File: config.mk
export PLATFORM = sky130hd
export DESIGN_NAME = bcc_ctrl
export DESIGN_NICKNAME = d
export VERILOG_FILES = /design/src/hw/rtl/bcc_pkg.sv /design/src/hw/rtl/bcc_ctrl.sv
export VERILOG_INCLUDE_DIRS = /design/src /design/src/hw/rtl
export SDC_FILE = /design/constraint.sdc
export NUM_CORES = 1
export LEC_CHECK = 0
export BUFFER_PORTS_ARGS = -buffer_cell sky130_fd_sc_hd__buf_2
export CELL_PAD_IN_SITES_DETAIL_PLACEMENT = 2
export CELL_PAD_IN_SITES_GLOBAL_PLACEMENT = 2
export CORE_MARGIN = 2
export CORE_UTILIZATION = 23
export CTS_CLUSTER_SIZE = 25
export DETAILED_ROUTE_END_ITERATION = 12
export HOLD_SLACK_MARGIN = 0.02
export PLACE_DENSITY_LB_ADDON = 0.05
export SYNTH_ARGS = -nofsm -noshare
export SYNTH_HDL_FRONTEND = slang
export SYNTH_SLANG_ARGS = --single-unit
File: constraint.sdc
create_clock -name clk -period 4.2 [get_ports clk]
set_input_delay 0 -clock clk [delete_from_list [all_inputs] [get_ports clk]]
set_output_delay 0 -clock clk [all_outputs]
set_load 0.02 [all_outputs]
File: src/hw/rtl/byte_coded_mov_add_cpu_core_macros.svh
// assertion macros for the byte-coded cpu core
// no dependencies
`ifndef BYTE_CODED_MOV_ADD_CPU_CORE_MACROS_SVH
`define BYTE_CODED_MOV_ADD_CPU_CORE_MACROS_SVH
// implication checked on every clock, off in reset
`define BCC_ASSERT_IMP(label, clk, rst_n, ante, cons, msg) \
    label: assert property (@(posedge clk) disable iff (!rst_n) (ante) |-> (cons)) \
        else $error(msg);
// next-cycle implication, off in reset
`define BCC_ASSERT_NXT(label, clk, rst_n, ante, cons, msg) \
    label: assert property (@(posedge clk) disable iff (!rst_n) (ante) |=> (cons)) \
        else $error(msg);
`endif

File: src/hw/rtl/bcc_pkg.sv
// shared types and constants for the byte-coded cpu core
// no dependencies
package bcc_pkg;
    localparam int MEM_DEPTH_DEF = 65536;
    localparam int REG_WIDTH_DEF = 64;

    typedef enum logic [2:0] {
        ST_OK    = 3'd0,
        ST_HALT  = 3'd1,
        ST_OPC   = 3'd2,
        ST_MODE  = 3'd3,
        ST_REG   = 3'd4,
        ST_RANGE = 3'd5
    } status_t;

    localparam logic [1:0] BUS_WMEM = 2'b00;
    localparam logic [1:0] BUS_EXEC = 2'b01;
    localparam logic [1:0] BUS_WREG = 2'b10;

    localparam logic [7:0] OPC_NOP     = 8'd0;
    localparam logic [7:0] OPC_MOV_REG = 8'd1;
    localparam logic [7:0] OPC_MOV_IMM = 8'd2;
    localparam logic [7:0] OPC_ADD_REG = 8'd3;
    localparam logic [7:0] OPC_ADD_IMM = 8'd4;

    localparam logic [1:0] MODE_RR = 2'b00;
    localparam logic [1:0] MODE_RM = 2'b01;
    localparam logic [1:0] MODE_MR = 2'b10;

    typedef enum logic [3:0] {
        S_IDLE, S_WMEM, S_WREG, S_CHK, S_FOP, S_FMOD, S_DEC, S_FIMM,
        S_EXE, S_MRD, S_MWAIT, S_MOP, S_DONE
    } state_t;

    // controller to datapath
    typedef struct packed {
        logic latch_in;
        logic wmem_bus;
        logic wreg_bus;
        logic fetch_rd;
        logic cap_opc;
        logic cap_mod;
        logic cap_imm;
        logic data_rd;
        logic data_op;
        logic exec_rr;
        logic set_status;
        status_t status;
        logic done;
    } bcc_cmd_t;

    // datapath to controller
    typedef struct packed {
        logic [1:0] op;
        logic       pc_oor;
        logic       wmem_oor;
        logic       sel_zero;
        logic [7:0] opc;
        logic [1:0] mode;
        logic [1:0] fmode;
        logic       src_zero;
        logic       dst_zero;
        logic       fault;
        logic       imm_last;
        logic       addr_oor;
    } bcc_stat_t;
endpackage

File: src/hw/rtl/bcc_ctrl.sv
// controller state machine of the byte-coded cpu core
// depends on bcc_pkg and the macro header
`include "byte_coded_mov_add_cpu_core_macros.svh"
module bcc_ctrl
    import bcc_pkg::*;
(
    input  logic      clk,
    input  logic      rst_n,
    input  logic      start,
    output logic      busy,
    output bcc_cmd_t  cmd,
    input  bcc_stat_t stat
);
    state_t state_reg, state_next;
    logic   imm_f;

    always_ff @(posedge clk or negedge rst_n)
    begin
        if (!rst_n)
        begin
            state_reg <= S_IDLE;
        end
        else
        begin
            state_reg <= state_next;
        end
    end

    assign imm_f = (stat.opc == OPC_MOV_IMM) || (stat.opc == OPC_ADD_IMM);
    assign busy  = (state_reg != S_IDLE);

    always_comb
    begin
        state_next = state_reg;
        cmd = '0;
        cmd.status = ST_OK;
        unique case (state_reg)
            S_IDLE:
            begin
                if (start)
                begin
                    cmd.latch_in = 1'b1;
                    state_next = S_CHK;
                end
            end
            S_CHK:
            begin
                unique case (stat.op)
                    BUS_WMEM: state_next = S_WMEM;
                    BUS_WREG: state_next = S_WREG;
                    BUS_EXEC:
                    begin
                        if (stat.pc_oor)
                        begin
                            cmd.set_status = 1'b1;
                            cmd.status = ST_HALT;
                            state_next = S_DONE;
                        end
                        else
                        begin
                            cmd.fetch_rd = 1'b1;
                            state_next = S_FOP;
                        end
                    end
                    default:
                    begin
                        cmd.set_status = 1'b1;
                        cmd.status = ST_OPC;
                        state_next = S_DONE;
                    end
                endcase
            end
            S_WMEM:
            begin
                cmd.set_status = 1'b1;
                cmd.status = stat.wmem_oor ? ST_RANGE : ST_OK;
                cmd.wmem_bus = !stat.wmem_oor;
                state_next = S_DONE;
            end
            S_WREG:
            begin
                cmd.set_status = 1'b1;
                cmd.status = stat.sel_zero ? ST_REG : ST_OK;
                cmd.wreg_bus = !stat.sel_zero;
                state_next = S_DONE;
            end
            S_FOP:
            begin
                cmd.cap_opc = 1'b1;
                state_next = S_FMOD;
            end
            S_FMOD:
            begin
                if (stat.opc > OPC_ADD_IMM)
                begin
                    cmd.set_status = 1'b1;
                    cmd.status = ST_OPC;
                    state_next = S_DONE;
                end
                else if (stat.opc == OPC_NOP)
                begin
                    cmd.set_status = 1'b1;
                    state_next = S_DONE;
                end
                else
                begin
                    cmd.fetch_rd = 1'b1;
                    state_next = S_DEC;
                end
            end
            S_DEC:
            begin
                cmd.cap_mod = 1'b1;
                state_next = S_EXE;
                // a bad mode ends the item before any immediate byte is fetched
                if (imm_f && (stat.fmode != 2'b11))
                begin
                    cmd.fetch_rd = 1'b1;
                    state_next = S_FIMM;
                end
            end
            S_FIMM:
            begin
                cmd.cap_imm = 1'b1;
                if (!stat.imm_last)
                begin
                    cmd.fetch_rd = 1'b1;
                end
                else
                begin
                    state_next = S_EXE;
                end
            end
            S_EXE:
            begin
                state_next = S_DONE;
                cmd.set_status = 1'b1;
                if (stat.mode == 2'b11)
                begin
                    cmd.status = stat.fault ? ST_RANGE : ST_MODE;
                end
                else if (stat.fault)
                begin
                    cmd.status = ST_RANGE;
                end
                else if (stat.dst_zero || (!imm_f && stat.src_zero))
                begin
                    cmd.status = ST_REG;
                end
                else if (stat.mode == MODE_RR)
                begin
                    cmd.exec_rr = 1'b1;
                end
                else if (stat.addr_oor)
                begin
                    cmd.status = ST_RANGE;
                end
                else
                begin
                    cmd.data_rd = 1'b1;
                    state_next = S_MWAIT;
                end
            end
            S_MWAIT: state_next = S_MOP;
            S_MOP:
            begin
                cmd.data_op = 1'b1;
                state_next = S_DONE;
            end
            S_DONE:
            begin
                cmd.done = 1'b1;
                state_next = S_IDLE;
            end
            default: state_next = S_IDLE;
        endcase
    end

    `BCC_ASSERT_NXT(a_start_leaves_idle, clk, rst_n, start && !busy, busy, "start not taken")
    `BCC_ASSERT_NXT(a_done_to_idle, clk, rst_n, cmd.done, !busy, "done not followed by idle")
    `BCC_ASSERT_IMP(a_one_write, clk, rst_n, 1'b1,
        $countones({cmd.wmem_bus, cmd.wreg_bus, cmd.exec_rr, cmd.data_op}) <= 1,
        "two writes at once")
endmodule

==> metrics.txt, run 1 <==
min Tclk post-route 2090 ps; largest net degree at the start of global routing 17; CP endpoint kind output pin; Synth async-reset ratio 1.00; WP data required 4200 ps; Leak 0.466 nW; final period utilization 0.497; # placed instances 170; Worst Path Max Fanout 16; post-synthesis sequential area ratio 0.142; wire per inst 16.2 um; Yosys warning count 0; IO buf count 40; Max Slew Vio Count 0; Detailed Routing Iterations Pass 1 4; crit start category flop; clk_lat worst skew 230 ps; post-CTS sizing 0; clk sinks 4; Final Core Density 0.321; height of the chip 59.4 um; crit-path max cell delay 650 ps; Yosys reg bits 4; number of remaining DRC errors 0; Die W 59.4 um; Max stage delay cell, worst path dfrtp_1; Synth top cells by count 16 x nor2_1, 9 x nand2_1, 8 x o21ai_0; Worst slew margin 0.641; Total Power 505 uW; status finished, final reports clean; Critical Path Start state_reg[0]; cells after synthesis 101; Starting Density 0.237; clk_skew 4.63 ps; syn nets 126; Setup violations, final 0; Reg-to-Reg Start state_reg[0]; RSZ-0062 raised after global routing no; Final TNS setup 0 ps; clock buffer depth 2; initial antenna violation count 0; count of flip-flops with a built-in enable after synthesis 0; I/O Pins 41; TritonCTS clock tree yes; number of flip-flops in the largest register 4; CP Cell Sequence nor2b_1, nand2_1, o22ai_1, a21boi_0, o31ai_1, buf_2; Synth top area share 0.142; post-synth cell types 41; Synth Flop Type dfrtp_1; number of max-cap violations 0; drt initial violations 10; Area contributors post-synth dfrtp_1 14%, nor2_1 8.5%, o21ai_0 5.7%; PwrDens 527 nW/um2; Layout Nets 168; max frequency 479 MHz; ANT nets after route 0; WHS 108 ps; core area 2980 um2; register clock-pin slew on the reported worst setup and hold paths 40 ps; final instance area 957 um2; Crit path max-delay family flip-flops; setup slack after layout 2110 ps; first-pass GRT wire length 4.72 mm; grt ovf 0; IR drop worst, VDD 0.000101 V; H-tree Lvls 1; HPWL after DPL 2.39 mm; Placer Congestion 0.760; gr usage total 0.177; area of the die 3530 um2; Yosys top cell by area dfrtp_1; growth of design area from synthesis to finish 35.6%; Syn Area/Cell 6.99 um2; Hold Path Class input port to asynchronous set/reset pin; Num CTS Buffers 3; Arrival @ worst endpoint 2090 ps; final wirelength 2.81 mm; vias after detailed routing 949; Worst Path Class, Setup flop to output pin; Finished Layout Cells 174; fill count 381; post-CTS setup buffer count 0; area of the multi-input gates 568 um2; drt via density 5.45; vias in the first global route 1011; layout cells sized above 1 0.355; Inserted Diodes 0; top-count cell post-synth nor2_1; # rows 20; dpl ws 2340 ps; Area after DPL 925 um2; Final Hold Vio Count 0; Root Driver clkbuf_4; CP bufs+invs 1; worst-margin pin slew 539 ps; register area 100 um2; cell area after synthesis 706 um2
==> layout make-up <==
cell class                      count  area share
Clock buffer                        3      0.0235
Inverter                            4      0.0157
Multi-Input combinational cell     89       0.593
Tap cell                           33      0.0431
Timing Repair Buffer               41       0.220
Sequential cell                     4       0.105
==> cells in the final DEF (no fill, tap or decap), types with 2 or more instances in the layout <==
master,synthesis,routed
nand2_1,9,9
nor4_1,2,2
buf_2,0,40
inv_1,4,4
a21o_1,2,2
a21oi_1,5,5
xnor2_1,2,2
o22ai_1,2,2
dfrtp_1,4,4
nand2b_1,4,4
nor2_1,16,16
a31oi_1,3,3
nor2b_1,3,3
o21ai_0,8,8
o31ai_1,3,3
or3_1,2,2
nor3b_1,2,2
and3_1,2,2
clkbuf_4,0,3
nor3_1,3,3
==> what timing repair did <==
| action | 4_1_cts | 5_1_grt |
|---|---|---|
| endpoints found under the setup margin | 0 | 0 |
| endpoints found under the hold margin | 4 | 0 |
| hold buffers | 1 | 0 |
==> layer usage <==
| layer | share of wire | GRT usage | wire length [um] |
|---|---|---|---|
| met4 | 0 | 0.0292 | 0 |
| met5 | 0 | 0 | 0 |
| met3 | 0.036 | 0.0371 | 101 |
| met2 | 0.53 | 0.327 | 1500 |
| met1 | 0.43 | 0.211 | 1210 |
==> worst reg2reg max path: cells and delay by family, from the launching register on <==
family	cells	cell delay (ps)
flip-flops	1	650
AO/OA/AOI/OAI	3	560
AND/OR/NAND/NOR	2	560
==> final timing paths <==
kind	end	slack [ps]	cells past startpoint
max reg2reg	state_reg[1]	2330	5
min in group clk	state_reg[0]	180	4
max in group asynchronous	state_reg[0]	3970	2
min	state_reg[3]	110	2
max	cmd[11]	2110	6
min reg2reg	state_reg[2]	850	2
==> power by group <==
part | switching (mW) | internal, mW | leakage, nW
Sequential | 0.0661 | 0.0553 | 0.0503
Combinational | 0.204 | 0.132 | 0.401
Clock | 0.0147 | 0.0319 | 0.0138
==> cell families (layout without fill, tap and decap cells) <==
logic type / Yosys count / count (layout) / synth area share
buffers and inverters: 8 / 48 / 0.0532
AO/OA/AOI/OAI: 35 / 35 / 0.365
flip-flops: 4 / 4 / 0.142
XOR/XNOR: 2 / 2 / 0.0248
AND/OR/NAND/NOR: 52 / 52 / 0.415
(Power assumes the default switching activity.)
==> inputs of run 2 (changes only) <==
--- a/config.mk
+++ b/config.mk
@@ -10,7 +10,7 @@
 export CELL_PAD_IN_SITES_DETAIL_PLACEMENT = 2
 export CELL_PAD_IN_SITES_GLOBAL_PLACEMENT = 2
 export CORE_MARGIN = 2
-export CORE_UTILIZATION = 23
+export CORE_UTILIZATION = 19
 export CTS_CLUSTER_SIZE = 25
 export DETAILED_ROUTE_END_ITERATION = 12
 export HOLD_SLACK_MARGIN = 0.02
==> constraint.sdc (replaced) <==
create_clock -name clk -period 1.7 [get_ports clk]
set_input_delay 0 -clock clk [delete_from_list [all_inputs] [get_ports clk]]
set_output_delay 0 -clock clk [all_outputs]
set_load 0.02 [all_outputs]
==> metrics.txt, run 2 (same netlist as run 1, synthesis figures left out) <==
vias in the first global route 1089 (+7.7%); Inserted Diodes 0 (unchanged); largest net degree at the start of global routing 15 (-2); crit start category input port; Layout Nets 193 (+15%); Total Power 1.73 mW (+240%); number of remaining DRC errors 0 (unchanged); Root Driver clkbuf_8; R2R depth 6 (+1); height of the chip 64.9 um (+9.4%); IR drop worst, VDD 0.000265 V (+160%); final wirelength 3.31 mm (+18%); min Tclk post-route 1650 ps; Die W 64.9 um (+9.4%); layout cells sized above 1 0.542 (+0.188); Detailed Routing Iterations Pass 1 4 (unchanged); CP endpoint kind output pin; # rows 22 (+10%); wire per inst 15.5 um (-4.4%); H-tree Lvls 1 (unchanged); drt initial violations 21 (+11); drt via density 4.98 (-8.8%); IO buf count 40 (unchanged); first-pass GRT wire length 5.00 mm (+6.0%); Reg-to-Reg Start state_reg[0]; final instance area 1250 um2 (+30%); area of the die 4220 um2 (+20%); Leak 0.602 nW (+29%); Final Hold Vio Count 0 (unchanged); PwrDens 1380 nW/um2 (+160%); core area 3610 um2 (+21%); I/O Pins 41 (unchanged); vias after detailed routing 1065 (+12%); Finished Layout Cells 214 (+23%); register clock-pin slew on the reported worst setup and hold paths 30 ps (about the same); R2R Path End state_reg[2]; clk sinks 4 (unchanged); WP data required 1700 ps (-2500 ps); clk_lat worst skew 220 ps (about the same); worst-margin pin slew 352 ps (-187 ps); RSZ-0062 raised after global routing yes; final period utilization 0.972; r2r setup slk 130 ps (-2200 ps); gr usage total 0.156 (-0.0213); number of max-cap violations 0 (unchanged); number of flip-flops in the largest register 4 (unchanged); Max Slew Vio Count 0 (unchanged); Num CTS Buffers 3 (unchanged); Final TNS setup 0 ps (unchanged); Starting Density 0.196 (-0.0413); Worst Path Max Fanout 3 (-13); Worst Path Class, Setup input port to output pin; Placer Congestion 0.752 (-1.1%); commonest non-fill, non-tap cell in the layout buf_2; initial antenna violation count 0 (unchanged); grt ovf 0 (unchanged); growth of design area from synthesis to finish 77.0%; Arrival @ worst endpoint 1650 ps (-440 ps); status finished, final reports clean; TritonCTS clock tree yes; Area after DPL 1070 um2 (+16%); Hold Path Class input port to asynchronous set/reset pin; clock buffer depth 2 (unchanged); ANT nets after route 0 (unchanged); most frequent cells in the layout 38 x buf_2, 25 x buf_4, 12 x nor2_1; WHS 126 ps (+17.8 ps); max frequency 605 MHz; fill count 448 (+18%); clk_skew 0.722 ps (-3.90 ps); Setup violations, final 0 (unchanged); HPWL after DPL 2.62 mm (+9.8%); Worst slew margin 0.764 (+0.123); # placed instances 202 (+19%)
[run 2: routing by layer]
layer,GRT usage,wire length (um)
met1,0.175,1390
met2,0.293,1790
met3,0.0347,118
met4,0.0399,8
met5,0,0
[run 2: cell type report]
| class | count | area (um2) | share of cell area |
|---|---|---|---|
| inverter | 4 | 15.0 | 0.0120 |
| clock buffer | 3 | 41.3 | 0.0331 |
| multi-input combinational | 89 | 623 | 0.499 |
| tap | 48 | 60.1 | 0.0481 |
| sequential | 4 | 105 | 0.0842 |
| timing repair buffer | 66 | 404 | 0.324 |
[run 2: repair_timing]
action                                  4_1_cts  5_1_grt
hold endpoints to repair                      4        0
pin swaps                                     1        3
resized for setup                             7       14
endpoints found under the setup margin        8        8
hold buffers                                  1        0
buffers inserted                              1        7
[run 2: worst max-delay path by stage]
| stage | cells past startpoint | from | slack [ps] | endpoint |
|---|---|---|---|---|
| after floorplan | 6 | state_reg[0] | 20 | state_reg[1] |
| after global placement | 6 | stat[13] | -60 | state_reg[2] |
| after detailed placement | 7 | stat[13] | -150 | state_reg[0] |
| after CTS | 5 | state_reg[3] | 0.3 | cmd[4] |
| after global routing | 7 | stat[13] | -60 | cmd[3] |
| final | 6 | stat[13] | 50 | cmd[5] |
[run 2: power by group]
part,switching [mW],total (mW),internal [mW]
clock,0.0489,0.200,0.151
combinational,0.702,1.29,0.593
sequential,0.0858,0.233,0.147
total,0.836,1.73,0.891
[run 2: critical path, stage by stage]
cell and delay (ps):
buf_6 90, or4_4 540, o41ai_4 320, nor3b_4 280, nor4b_4 240, buf_4 180
[run 2: through the flow]
| stage | setup slack, ps | util |
|---|---|---|
| 2_1_floorplan | 21.7 | - |
| 4_1_cts | 0.319 | 0.318 |
| 3_5_place_dp | -148 | 0.297 |
| 3_3_place_gp | -61.9 | 0.297 |
| 5_1_grt | -55.5 | 0.346 |
| 6_report | 47.4 | 0.346 |
